===== src/quadratic_root_solver_macros.svh =====
// Assertion macros for the quadratic root solver.
`ifndef QUADRATIC_ROOT_SOLVER_MACROS_SVH
`define QUADRATIC_ROOT_SOLVER_MACROS_SVH

`ifndef SYNTHESIS
`define QRS_ASSERT(lbl, prop, msg) \
  lbl: assert property (@(posedge clk_i) disable iff (!rst_ni) prop) else $error(msg);
`define QRS_ASSERT_NEXT(lbl, pre, post, msg) \
  lbl: assert property (@(posedge clk_i) disable iff (!rst_ni) pre |=> post) else $error(msg);
`else
`define QRS_ASSERT(lbl, prop, msg)
`define QRS_ASSERT_NEXT(lbl, pre, post, msg)
`endif

`endif


===== src/qrs_pkg.sv =====
`default_nettype none
package qrs_pkg;

  localparam int unsigned CoefWidth      = 16;
  localparam int unsigned ResultFracBits = 16;
  localparam int unsigned ResultWidth    = 32;

  typedef enum logic [1:0] {
    KIND_TWO_REAL = 2'd0,
    KIND_DOUBLE   = 2'd1,
    KIND_COMPLEX  = 2'd2,
    KIND_DEGEN    = 2'd3
  } root_kind_e;

  // Per-stage control that travels alongside the data
  typedef struct packed {
    logic       valid;
    logic       azero;
    logic       aneg;
    logic       dneg;
    logic       dzero;
    root_kind_e kind;
    logic       neg1;
    logic       neg2;
  } flags_t;

endpackage
`default_nettype wire


===== src/qrs_sqrt_cell.sv =====
`default_nettype none
// One bit of the square root: restoring digit step on two radicand bits.
module qrs_sqrt_cell #(
  parameter int unsigned CW = 16,
  parameter int unsigned RW = 66,
  parameter int unsigned SW = 33
) (
  input  wire                  clk_i,
  input  wire                  rst_ni,
  input  wire                  en_i,
  input  qrs_pkg::flags_t      flags_i,
  input  wire signed [CW-1:0]  a_i,
  input  wire signed [CW-1:0]  b_i,
  input  wire        [RW-1:0]  rad_i,
  input  wire        [SW:0]    rem_i,
  input  wire        [SW-1:0]  root_i,
  output qrs_pkg::flags_t      flags_o,
  output logic signed [CW-1:0] a_o,
  output logic signed [CW-1:0] b_o,
  output logic        [RW-1:0] rad_o,
  output logic        [SW:0]   rem_o,
  output logic        [SW-1:0] root_o
);

  logic [SW+2:0] rem2;
  logic [SW+3:0] trial;
  logic [SW:0]   rem_d;
  logic [SW-1:0] root_d;
  qrs_pkg::flags_t flags_q;
  logic signed [CW-1:0] a_q, b_q;
  logic [RW-1:0] rad_q;
  logic [SW:0]   rem_q;
  logic [SW-1:0] root_q;

  always_comb begin
    rem2  = {rem_i, rad_i[RW-1:RW-2]};
    trial = {1'b0, rem2} - {2'b00, root_i, 2'b01};
    if (!trial[SW+3]) begin
      rem_d  = trial[SW:0];
      root_d = {root_i[SW-2:0], 1'b1};
    end else begin
      rem_d  = rem2[SW:0];
      root_d = {root_i[SW-2:0], 1'b0};
    end
  end

  always_ff @(posedge clk_i or negedge rst_ni) begin
    if (!rst_ni) begin
      flags_q <= '0;
    end else if (en_i) begin
      flags_q <= flags_i;
    end
  end

  always_ff @(posedge clk_i) begin
    if (en_i) begin
      a_q    <= a_i;
      b_q    <= b_i;
      rad_q  <= {rad_i[RW-3:0], 2'b00};
      rem_q  <= rem_d;
      root_q <= root_d;
    end
  end

  assign flags_o = flags_q;
  assign a_o     = a_q;
  assign b_o     = b_q;
  assign rad_o   = rad_q;
  assign rem_o   = rem_q;
  assign root_o  = root_q;

endmodule
`default_nettype wire


===== config.mk =====
export PLATFORM = sky130hd
export DESIGN_NAME = qrs_sqrt_cell
export DESIGN_NICKNAME = d
export VERILOG_FILES = /design/src/quadratic_root_solver_macros.svh /design/src/qrs_pkg.sv /design/src/qrs_sqrt_cell.sv
export SDC_FILE = /design/constraint.sdc
export NUM_CORES = 1
export LEC_CHECK = 0
export BUFFER_PORTS_ARGS = -buffer_cell sky130_fd_sc_hd__clkbuf_2
export CAP_MARGIN = 30
export CORE_MARGIN = 2
export CORE_UTILIZATION = 30
export CTS_CLUSTER_DIAMETER = 80
export DETAILED_ROUTE_END_ITERATION = 10
export PLACE_DENSITY = 0.67
export SETUP_SLACK_MARGIN = 0.2
export SYNTH_ARGS = -nofsm -noshare
export SYNTH_HDL_FRONTEND = slang
export SYNTH_SLANG_ARGS = --single-unit
export TNS_END_PERCENT = 10

===== constraint.sdc =====
create_clock -name clk_i -period 0.8 [get_ports clk_i]
set_input_delay 0.2 -clock clk_i [delete_from_list [all_inputs] [get_ports clk_i]]
set_output_delay 0.2 -clock clk_i [all_outputs]
set_load 0.01 [all_outputs]

==> metrics <==
Max Root-Sink Buffers=2; Pint=18,080 µW; detailed-route DRC error count=0; H-tree level count=4; worst hold path class=in2reg; per-cell routed wire length=17.45 µm; Post-Syn Area=0.007756 mm²; # diodes=0; final core utilization=47.79%; sequential power share=44.2%; # rows=58; fill count=2,242; Hold WS=-0.06520 ns; maximum capacitance violations=0; Pleak=0.005551 µW; Critical Path Source Type=primary input; Post-DRT Antenna Nets=0; initial DRC count=337; RSZ-0062 raised after global routing=yes; CP endpoint kind=register; Num CTS Buffers=17; area delta synth->final=55.61%; total power=25,240 µW; Ys Warns=0; Clk network pwr share=33.0%; # setup viols final=207; First-pass DRT Iterations=4; Clock Pin Slew Worst Setup and Hold Paths=0.08 ns; Period minus WS final=2.196 ns; share of cells above drive strength 1=60.92%; CP max FO=7; sequential area share after synthesis=66.01%; violated checks=negative hold slack, negative setup slack; Seq cells post-synth=172; final hold vios=126; setup ws final=-1.396 ns; fmax=0.4554 GHz; CTS sink cnt=172; max-slew violations=0; CTS tree=done; Setup Skew=0 ns; Req. time, crit path=0.98 ns; Primary FF master, synth=edfxtp_1; vias per cell=4.538; Layout Nets=1,219; critical path type=in2reg; NetSw=7160 µW; clk_lat worst skew=0.43 ns; Distinct cells, synth=61; Data arrival, critical path=2.38 ns; DP Cell Count=1,299; synthesized instance count=509; Initial Util=30.71%; ys async rst share=5.233%; vias in the first global route=6,039; initial antenna violation count=0; Vias=6,131; area of the die=0.02716 mm²; Root Buffer=clkbuf_16; Top Ports=351; Layout Cells excl Fill=1,351; All-Layer GR Usage=16.14%; Sw Share=28.36%; period utilization=274.5%; Routed WL=23,580 µm; hold_buf cts=1; Comb pwr share=22.9%; Max VDD drop=0.001207 V; PwrDens=2091 mW/mm²; GPL Wtd Cong=0.8174; Die W=164.8 µm; largest net degree at the start of global routing=41; first-pass GRT wire length=32,660 µm; total grt overflow=0; Die H=164.8 µm; I/O Buffers=348; core box area=0.02525 mm²; hpwl dp=18,170 µm; Syn Area/Cell=15.24 µm²; run status=finished with violations; number of synthesized flops with an enable pin=163; pre-CTS setup slack=-1.954 ns
-- placed cells by master, fill, tap and decap left out, drive strengths merged, types with 15 or more instances in the layout --
cell,instances
ha,34
inv,49
buf,161
a21o,16
nand2,25
a21oi,34
o21ai,15
edfxtp,163
mux2,37
nor2,16
clkbuf,343
xnor2,18
-- routing by layer --
metal / part of all wire [%] / vias up / GRT usage (%) / wire, µm
li1: - / 2924 / - / -
met1: 37 / 2939 / 17.53 / 8760
met2: 54 / 237 / 30.16 / 12620
met3: 7.4 / 31 / 4.571 / 1738
met4: 2.0 / 0 / 5.178 / 461
met5: 0 / - / 0 / 0
-- power by group through the flow --
stage	clock network, µW	logic [µW]	registers [µW]
2_1_floorplan	0	2120	11800
3_3_place_gp	0	5200	11400
3_5_place_dp	0	5290	11400
4_1_cts	8480	5450	11200
5_1_grt	8870	6210	11200
6_report	8320	5770	11200
-- synth_stat cells (2+ instances only) --
cell type,n,area (µm²)
o211ai_1,5,37.54
nand2_1,25,93.84
o21ai_0,9,45.04
nor2_1,15,56.30
mux2_4,27,405.4
and2_1,3,18.77
ha_1,34,425.4
mux2_2,10,112.6
o21bai_1,3,22.52
buf_12,3,60.06
buf_4,2,15.01
and4_1,3,26.28
o21ai_1,5,25.02
o2111ai_2,2,30.03
mux2i_1,2,20.02
o21a_1,6,45.04
clkbuf_2,2,10.01
a21oi_1,29,145.1
a21oi_2,4,35.03
a21boi_0,3,22.52
nand4_1,4,25.02
a21o_1,15,112.6
xor2_1,11,96.34
xnor2_1,18,157.7
a211oi_1,5,37.54
a31oi_1,5,31.28
nand2b_1,4,25.02
edfxtp_1,163,4895
nand3_1,9,45.04
dfrtp_1,9,225.2
inv_1,42,157.7
nor3_1,3,15.01
-- worst paths after layout --
check / from / slack, ns / cells after the start / end
max: root_i[2] / -1.40 / 13 / rem_o[27]
min: root_i[2] / -0.07 / 1 / root_o[3]
max reg2reg: flags_o[6] / 0.03 / 1 / flags_o[6]
min reg2reg: flags_o[4] / 0.51 / 1 / flags_o[4]
max in group asynchronous: rst_ni / 0.48 / 2 / flags_o[8]
min in group asynchronous: rst_ni / 0.14 / 2 / flags_o[6]
-- flip-flops by register name, indices dropped and copies added (netlist names) --
register / flops
rad_o: 64
rem_o: 34
root_o: 33
a_o: 16
b_o: 16
flags_o: 9
-- per-stage QoR --
stage	area, µm²	setup TNS (ns)
after floorplan	7871	-56.30
after global placement	10900	-98.26
after detailed placement	10900	-99.21
after CTS	11650	-108.92
after global routing	12070	-115.28
final	12070	-105.09
-- cells by family after synthesis --
group,synth area share (%)
DFF,66.01
AOI/OAI and AO/OA,9.711
and+or+nand+nor,5.017
buffers and inverters,3.517
muxes,6.937
adders and majority gates,5.485
xor gates and xnor gates,3.275
other,0.04835
-- repair_timing --
| item | in CTS | in global routing |
|---|---|---|
| pin swaps | 5 | 15 |
| gates resized for setup | 16 | 80 |
| cloned | 1 | 1 |
| setup endpoints to repair | 216 | 216 |
| hold endpoints to repair | 142 | 133 |
| setup buffers | 6 | 11 |
-- critical path, stage by stage --
cell and delay [ns]:
buf_6 0.09, inv_2 0.06, ha_4 0.21, a21o_1 0.24
a21oi_4 0.21, a21oi_4 0.10, o2111ai_4 0.24, a21oi_4 0.09
a22oi_4 0.15, o21a_4 0.20, clkinv_8 0.10, clkbuf_16 0.18
mux2_4 0.30
-- cell type report --
type	count	area (µm²)	area share, %
flip-flops and latches	172	5120	42.42
repair buffers	488	3013	24.96
multi-input cells	286	2735	22.66
clock buffers	17	425.4	3.525
well taps	330	412.9	3.421
inverters	43	191.4	1.586
clock inverters	15	171.4	1.420
No activity file was read; power rests on OpenSTA's default activity.
