File: src/quadratic_root_solver_macros.svh
// Assertion macros for the quadratic root solver.
`ifndef QUADRATIC_ROOT_SOLVER_MACROS_SVH
`define QUADRATIC_ROOT_SOLVER_MACROS_SVH

`ifndef SYNTHESIS
`define QRS_ASSERT(lbl, prop, msg) \
  lbl: assert property (@(posedge clk_i) disable iff (!rst_ni) prop) else $error(msg);
`define QRS_ASSERT_NEXT(lbl, pre, post, msg) \
  lbl: assert property (@(posedge clk_i) disable iff (!rst_ni) pre |=> post) else $error(msg);
`else
`define QRS_ASSERT(lbl, prop, msg)
`define QRS_ASSERT_NEXT(lbl, pre, post, msg)
`endif

`endif

File: src/qrs_pkg.sv
`default_nettype none
package qrs_pkg;

  localparam int unsigned CoefWidth      = 16;
  localparam int unsigned ResultFracBits = 16;
  localparam int unsigned ResultWidth    = 32;

  typedef enum logic [1:0] {
    KIND_TWO_REAL = 2'd0,
    KIND_DOUBLE   = 2'd1,
    KIND_COMPLEX  = 2'd2,
    KIND_DEGEN    = 2'd3
  } root_kind_e;

  // Per-stage control that travels alongside the data
  typedef struct packed {
    logic       valid;
    logic       azero;
    logic       aneg;
    logic       dneg;
    logic       dzero;
    root_kind_e kind;
    logic       neg1;
    logic       neg2;
  } flags_t;

endpackage
`default_nettype wire

File: src/qrs_div_cell.sv
`default_nettype none
// One quotient bit for both lanes of the restoring divider.
module qrs_div_cell #(
  parameter int unsigned CW = 16,
  parameter int unsigned MW = 36
) (
  input  wire                   clk_i,
  input  wire                   rst_ni,
  input  wire                   en_i,
  input  qrs_pkg::flags_t       flags_i,
  input  wire        [CW:0]     den_i,
  input  wire  [1:0][MW-1:0]    num_i,
  input  wire  [1:0][CW:0]      rem_i,
  input  wire  [1:0][MW-1:0]    quo_i,
  output qrs_pkg::flags_t       flags_o,
  output logic       [CW:0]     den_o,
  output logic [1:0][MW-1:0]    num_o,
  output logic [1:0][CW:0]      rem_o,
  output logic [1:0][MW-1:0]    quo_o
);

  logic [1:0][CW+1:0] part;
  logic [1:0][CW+1:0] diff;
  logic [1:0][CW:0]   rem_d;
  logic [1:0][MW-1:0] quo_d;
  qrs_pkg::flags_t    flags_q;
  logic [CW:0]        den_q;
  logic [1:0][MW-1:0] num_q;
  logic [1:0][CW:0]   rem_q;
  logic [1:0][MW-1:0] quo_q;

  always_comb begin
    for (int l = 0; l < 2; l++) begin
      part[l] = {rem_i[l], num_i[l][MW-1]};
      diff[l] = part[l] - {1'b0, den_i};
      if (part[l] >= {1'b0, den_i}) begin
        rem_d[l] = diff[l][CW:0];
        quo_d[l] = {quo_i[l][MW-2:0], 1'b1};
      end else begin
        rem_d[l] = part[l][CW:0];
        quo_d[l] = {quo_i[l][MW-2:0], 1'b0};
      end
    end
  end

  always_ff @(posedge clk_i or negedge rst_ni) begin
    if (!rst_ni) begin
      flags_q <= '0;
    end else if (en_i) begin
      flags_q <= flags_i;
    end
  end

  always_ff @(posedge clk_i) begin
    if (en_i) begin
      den_q <= den_i;
      for (int l = 0; l < 2; l++) begin
        num_q[l] <= {num_i[l][MW-2:0], 1'b0};
      end
      rem_q <= rem_d;
      quo_q <= quo_d;
    end
  end

  assign flags_o = flags_q;
  assign den_o   = den_q;
  assign num_o   = num_q;
  assign rem_o   = rem_q;
  assign quo_o   = quo_q;

endmodule
`default_nettype wire

File: config.mk
export PLATFORM = sky130hd
export DESIGN_NAME = qrs_div_cell
export DESIGN_NICKNAME = d
export VERILOG_FILES = /design/src/quadratic_root_solver_macros.svh /design/src/qrs_pkg.sv /design/src/qrs_div_cell.sv
export SDC_FILE = /design/constraint.sdc
export NUM_CORES = 1
export LEC_CHECK = 0
export BUFFER_PORTS_ARGS = -buffer_cell sky130_fd_sc_hd__buf_2
export CAP_MARGIN = 10
export CORE_AREA = 2 2 158 160
export CTS_CLUSTER_SIZE = 30
export DETAILED_ROUTE_END_ITERATION = 16
export DIE_AREA = 0 0 160 162
export PLACE_DENSITY = 0.66
export SLEW_MARGIN = 20
export SYNTH_ARGS = -nofsm -noshare
export SYNTH_HDL_FRONTEND = slang
export SYNTH_SLANG_ARGS = --single-unit
File: constraint.sdc
create_clock -name clk_i -period 0.9 [get_ports clk_i]
set_clock_uncertainty 0.15 [all_clocks]
set_input_delay 0.225 -clock clk_i [delete_from_list [all_inputs] [get_ports clk_i]]
set_output_delay 0.225 -clock clk_i [all_outputs]
set_load 0.01 [all_outputs]
==> results of run 1 <==
==> worst max path at each step <==
| stage | start | endpoint | slack [ns] | depth (start not counted) |
|---|---|---|---|---|
| floorplan | num_i[71] | rem_o[25]$_DFFE_PP_ | -1.60 | 11 |
| global placement | num_i[35] | rem_o[14]$_DFFE_PP_ | -1.75 | 11 |
| detailed placement | num_i[35] | rem_o[14]$_DFFE_PP_ | -1.81 | 11 |
| CTS | num_i[35] | rem_o[16]$_DFFE_PP_ | -1.20 | 11 |
| global route | den_i[1] | rem_o[30]$_DFFE_PP_ | -1.32 | 12 |
| finish | den_i[1] | rem_o[30]$_DFFE_PP_ | -1.29 | 12 |
==> per-layer routing <==
layer / global-route usage [%] / routed length, um / vias to the layer above
li1: - / - / 3545
met1: 26.31 / 11910 / 3756
met2: 42.13 / 17070 / 330
met3: 5.312 / 2039 / 83
met4: 10.24 / 1325 / 2
met5: 0 / 13 / -
==> state kept, by name (all words and copies together) (netlist names) <==
name / count
num_o: 70
rem_o: 34
quo_o: 72
den_o: 17
flags_o: 9
==> logic make-up (layout without fill, tap and decap cells) <==
kind of cell	after synthesis	after routing	synth area share, %
compound gates	112	112	9.268
fa+ha+maj	36	36	5.525
flops	202	202	71.47
other cells	1	8	0.04451
xor+xnor	19	19	1.975
simple gates	94	94	5.421
buf+inv	39	794	2.109
mux	30	30	4.188
==> report_power, final <==
group          internal, uW  switching, uW  total [uW]  leakage, uW
logic                  3410           3030        6440      0.00440
clock network          6450           3830       10300     0.000401
registers             11300            287       11600      0.00199
==> cells in the final DEF (no fill, tap or decap), types with 13 or more instances in the layout <==
cell type / n
buf_2: 385
edfxtp_1: 193
dlygate4sd3_1: 165
buf_4: 123
buf_6: 31
nand2_1: 29
clkbuf_16: 23
ha_1: 22
a21oi_1: 21
mux2_4: 19
inv_1: 18
nor2_1: 16
a21o_1: 15
xnor2_1: 15
buf_12: 15
nand3_1: 13
o21ai_0: 13
==> repair_timing <==
item | in CTS | in global routing
cloned | 3 | 1
pin swaps | 24 | 15
endpoints found under the hold margin | 205 | 39
setup buffers | 16 | 10
resized for setup | 75 | 56
setup endpoints to repair | 247 | 247
==> cell type report <==
type                            count  area, sq um  area share [%]
Tap cell                          324        405.4           2.632
Multi-Input combinational cell    293         2714           17.62
Timing Repair inverter              2        20.02          0.1300
Clock inverter                     15        240.2           1.560
Clock buffer                       26        586.8           3.811
Inverter                           27        147.6          0.9587
Sequential cell                   202         6021           39.10
Antenna cell                        6        15.01         0.09750
Timing Repair Buffer              724         5250           34.09
==> per-stage QoR <==
step	setup WS, ns	total power, uW	utilization [%]	hold WS, ns
detailed placement	-1.805	16610	50.07	-0.05484
global placement	-1.747	16540	50.07	-0.06410
finish	-1.290	28340	63.88	-0.1067
global route	-1.317	29330	63.87	-0.1187
CTS	-1.202	27960	62.36	-0.1232
floorplan	-1.597	13940	-	-0.2206
==> flow_metrics.tcl, run 1 <==
set metrics [dict create \
    status "finished, violations left" \
    violations "hold timing, setup timing" \
    grt-ovfl-total 0 \
    period_minus_slack_ns 2.190 \
    dr.pass1.iters 5 \
    place_area_sq_um 12070 \
    yosys_warnings 0 \
    die_y_um 162 \
    final.setup.tns_ns -141.60 \
    slew_headroom_pct 66.60 \
    coreArea_sq_um 24110 \
    portBuffers 406 \
    hold_path.class "in2reg" \
    syn2layout_area_growth_pct 82.80 \
    cts.sinks 202 \
    post-dp-hpwl_um 21120 \
    cts.clk_slew.worst_paths_ns 0.06 \
    rr_startpoint "flags_o[1]$_DFFE_PN0P_" \
    rows 57 \
    synth_edf_count 193 \
    post-synth-top-count-cell "edfxtp_1" \
    p_leak_uw 0.006796 \
    ios 411 \
    max_clock_freq_mhz 456.7 \
    routedWlPerCell_um 19.98 \
    worstHoldStart "den_i[7]" \
    fin_cells 1619 \
    synthTopCellsByCount "edfxtp_1 (193), ha_1 (34), nand2_1 (33), a21oi_1 (26), mux2_2 (26)" \
    cts_made_buffers 23 \
    first_iter_violations 440 \
    criticalPathCategory "in2reg" \
    place_inst 1380 \
    r2r_cells 2 \
    viasPerCell 4.766 \
    tightest_slew_ns 0.4979 \
    clk_latency_ns 0.50 \
    num_vias 7716 \
    worstHoldEndpoint "den_o[7]$_DFFE_PP_" \
    grt_start_max_net_pins 26 \
    slowest_stage "or3_4" \
    crit_chain "buf_8 -> clkinvlp_4 -> buf_4 -> buf_4 -> ha_4 -> nand3_1 -> or3_4 -> o211ai_4 -> o21ai_4 -> buf_6 -> buf_16 -> o41ai_4" \
    rsz0062_at_grt "true" \
    gp_congestion 0.8978 \
    worst_path_most_repeated_cell "buf_4" \
    slowest_delay_ns 0.36 \
    fin_ws_ns -1.290 \
    holdWs_ns -0.1067 \
    drcViolationCount 0 \
    cts-root-buf "clkbuf_16" \
    worstPathMaxFanout 4 \
    dieArea_sq_um 25920 \
    synth_cell_types 63 \
    cap_violations 0 \
    synthFlopType "edfxtp_1" \
    crit_buf_inv 6 \
    htree_num_levels 1 \
    grt_util_all_layers_pct 23.25 \
    final_cell_area_sq_um 15400 \
    fin_crit_sh_pct 243.3 \
    grt_antenna_before_repair 7 \
    cts_buffer_depth 3 \
    crit_arrival_ns 2.35 \
    synthTopCellsByArea "edfxtp_1 (69%), ha_1 (5.0%), mux2_2 (3.5%)" \
    drive_gt1_share_pct 54.31 \
    critPathLaunchType "input pin" \
    min_path_cells 2 \
    reg2reg_to "flags_o[1]$_DFFE_PN0P_" \
    wl_um 32350 \
    netlist_area_sq_um 8424 \
    setup_violations 247 \
    synth_area_leader_cell "edfxtp_1" \
    r2r_setup_slack_ns -0.17 \
    p_per_area_nw_per_um2 1840 \
    seq_area_frac_synth_pct 71.47 \
    slew_viol_final 0 \
    critPathCaptureType "flip-flop" \
    hold_viol 39 \
    synth_top_area_share_pct 68.80 \
    avgSynthCellArea_sq_um 15.81 \
    fill_cells 1756 \
    fin_nets 1516 \
    ant_nets 0 \
    critPathTopFamily "buffers and inverters" \
    peakVddDrop_mv 1.076 \
    worstPathRequired_ns 1.06 \
    grt_pass1_wl_um 46330 \
    async_flop_share_pct 4.455 \
    syn_inst 533 \
    grt_pass1_vias 8048 \
    die_w_um 160 \
    ys_ff_latch 202 \
    cts_tree "done" \
    start_util_pct 34.95 \
    cts_hold_buf 165 \
]
Note: power is estimated with default switching activity, not from simulation.
==> inputs of run 2 (changes only) <==
- CELL_PAD_IN_SITES_DETAIL_PLACEMENT: default -> 1
- CELL_PAD_IN_SITES_GLOBAL_PLACEMENT: default -> 1
- CORE_AREA: 2 2 158 160 -> default
- CORE_MARGIN: default -> 2
- CORE_UTILIZATION: default -> 34
- CTS_BUF_LIST: default -> sky130_fd_sc_hd__clkbuf_8
- DIE_AREA: 0 0 160 162 -> default
- PLACE_DENSITY: 0.66 -> default
- PLACE_DENSITY_LB_ADDON: default -> 0.1
- RECOVER_POWER: default -> 100
==> run 2 against run 1 <==
Net effect:
- the run still ends with hold timing, setup timing left
- worst hold slack worse by 0.029 ns
- sequential share of layout area up 0.46 points
- critical path depth down 1
- register-to-register slack worse by 0.11 ns
- combinational power down 3%
- total power down 4.6%
- first-iteration DRC count down 1.8%
- highest routed layer is now met4
- critical endpoint is now rem_o[31]$_DFFE_PP_
==> flow_metrics.tcl, run 2 (same netlist as run 1, synthesis figures left out) <==
set metrics [dict create \
    status "finished, violations left" \
    violations "hold timing, setup timing" \
    hold_viol 23 \
    hold_path.class "in2reg" \
    grt_util_all_layers_pct 25.90 \
    grt-ovfl-total 0 \
    use_met3_pct 5.213 \
    critPathCaptureType "flip-flop" \
    dieArea_sq_um 26050 \
    num_vias 7724 \
    gp_congestion 0.8311 \
    p_leak_uw 0.006695 \
    cts-root-buf "clkbuf_8" \
    post-dp-hpwl_um 22410 \
    syn2layout_area_growth_pct 80.68 \
    coreArea_sq_um 24320 \
    holdWs_ns -0.1359 \
    cap_violations 0 \
    fin_ws_ns -1.167 \
    place_ws_ns -1.821 \
    combPwrFrac_pct 23.2 \
    clk_latency_ns 0.52 \
    fin_nets 1538 \
    grt-busiest-layer "met2" \
    tightest_slew_ns 0.5408 \
    slew_headroom_pct 63.95 \
    p_per_area_nw_per_um2 1776 \
    power_uw 27030 \
    grt_pass1_wl_um 50980 \
    layout_commonest_cell "buf_2" \
    slew_viol_final 0 \
    fill_cells 2513 \
    fin_crit_sh_pct 229.6 \
    switchingPower_uw 7467 \
    drive_gt1_share_pct 51.21 \
    drcViolationCount 0 \
    viasPerCell 4.684 \
    die_w_um 161.4 \
    htree_num_levels 2 \
    first_iter_violations 432 \
    peakVddDrop_mv 1.160 \
    setup_violations 325 \
    grt_antenna_before_repair 3 \
    criticalPathCategory "in2reg" \
    final_cell_area_sq_um 15220 \
    cts_tree "done" \
    cts_made_buffers 37 \
    period_minus_slack_ns 2.067 \
    place_area_sq_um 12090 \
    cts_buffer_depth 3 \
    largest_reg_flops 72 \
    die_y_um 161.4 \
    rows 57 \
    sequentialPowerShare_pct 43.1 \
    portBuffers 406 \
    grt_start_max_net_pins 49 \
    dr.pass1.iters 4 \
    slowest_stage "fa_2" \
    grt_pass1_vias 8445 \
    crit_chain "buf_12 -> inv_12 -> ha_4 -> inv_2 -> fa_2 -> a21o_1 -> and2_4 -> o31a_1 -> o21ai_4 -> inv_6 -> mux2_4" \
    use_met1_pct 28.38 \
    gr-usage-met2_pct 48.68 \
    worstPathMaxFanout 9 \
    swShare_pct 27.62 \
    worstPathRequired_ns 1.03 \
    cts.sinks 202 \
    routedWlPerCell_um 20.94 \
    clkPwrFrac_pct 33.7 \
    wl_um 34530 \
    max_clock_freq_mhz 483.9 \
    start_util_pct 34.64 \
    ios 411 \
    cellInternalPower_uw 19560 \
    crit_arrival_ns 2.19 \
    cts.clk_slew.worst_paths_ns 0.07 \
    ant_nets 0 \
    critPathLaunchType "input pin" \
    slowest_delay_ns 0.37 \
    final_cell_mix "buf_2 (344), edfxtp_1 (193), dlygate4sd3_1 (172)" \
    rsz0062_at_grt "true" \
]
run 2: routing by layer:
| metal | wire [um] | vias to the layer above |
|---|---|---|
| met4 | 1140 | 0 |
| met3 | 1842 | 63 |
| met5 | 0 | - |
| met1 | 12690 | 3791 |
| met2 | 18860 | 284 |
| li1 | - | 3586 |
run 2: cell type report:
class | count | area (sq um) | area share [%]
diodes | 3 | 7.507 | 0.04932
clock buffers | 39 | 536.8 | 3.527
clock inverters | 27 | 205.2 | 1.348
inverters | 27 | 147.6 | 0.9700
multi-input cells | 293 | 2673 | 17.56
flip-flops and latches | 202 | 6021 | 39.56
well taps | 324 | 405.4 | 2.663
repair buffers | 734 | 5225 | 34.33
run 2: worst paths after layout:
kind                                             start                      to  slack [ns]  cells after the start
worst max-delay path                         num_i[71]     rem_o[31]$_DFFE_PP_       -1.17                     11
worst min-delay path                         rem_i[15]     rem_o[16]$_DFFE_PP_       -0.14                      2
worst max register to register  flags_o[5]$_DFFE_PN0P_  flags_o[5]$_DFFE_PN0P_       -0.28                      3
worst min register to register  flags_o[3]$_DFFE_PN0P_  flags_o[3]$_DFFE_PN0P_        0.36                      1
max in group asynchronous                       rst_ni  flags_o[6]$_DFFE_PN0P_        0.19                      2
min in group asynchronous                       rst_ni  flags_o[2]$_DFFE_PN0P_        0.05                      2
run 2: what timing repair did:
item / 4_1_cts / 5_1_grt
endpoints found under the hold margin: 210 / 40
hold buffers: 171 / 2
resized for setup: 63 / 71
setup endpoints to repair: 246 / 248
buffers inserted: 14 / 9
pin swaps: 17 / 25
run 2: power groups by stage:
| stage | Sequential (uW) | Combinational (uW) | Clock (uW) |
|---|---|---|---|
| 3_5_place_dp | 11800 | 4970 | 0 |
| 3_3_place_gp | 11700 | 4890 | 0 |
| 4_1_cts | 11600 | 5930 | 9080 |
| 6_report | 11700 | 6260 | 9120 |
| 2_1_floorplan | 12300 | 1670 | 0 |
| 5_1_grt | 11700 | 6690 | 9790 |
run 2: critical path, delay by kind of cell:
kind	cells	cell delay (ns)
compound gates	3	0.72
fa+ha+maj	2	0.49
buf+inv	4	0.29
mux	1	0.31
simple gates	1	0.15
run 2: metrics by stage:
stage / hold WS, ns / setup TNS, ns / cells / utilization [%]
6_report: -0.1359 / -186.91 / 1649 / 62.59
5_1_grt: -0.1595 / -202.95 / 1649 / 62.59
4_1_cts: -0.2437 / -147.39 / 1639 / 61.36
3_5_place_dp: -0.05576 / -114.37 / 1389 / 49.70
3_3_place_gp: -0.06402 / -111.11 / 1389 / 49.70
2_1_floorplan: -0.2206 / -52.17 / 534 / -
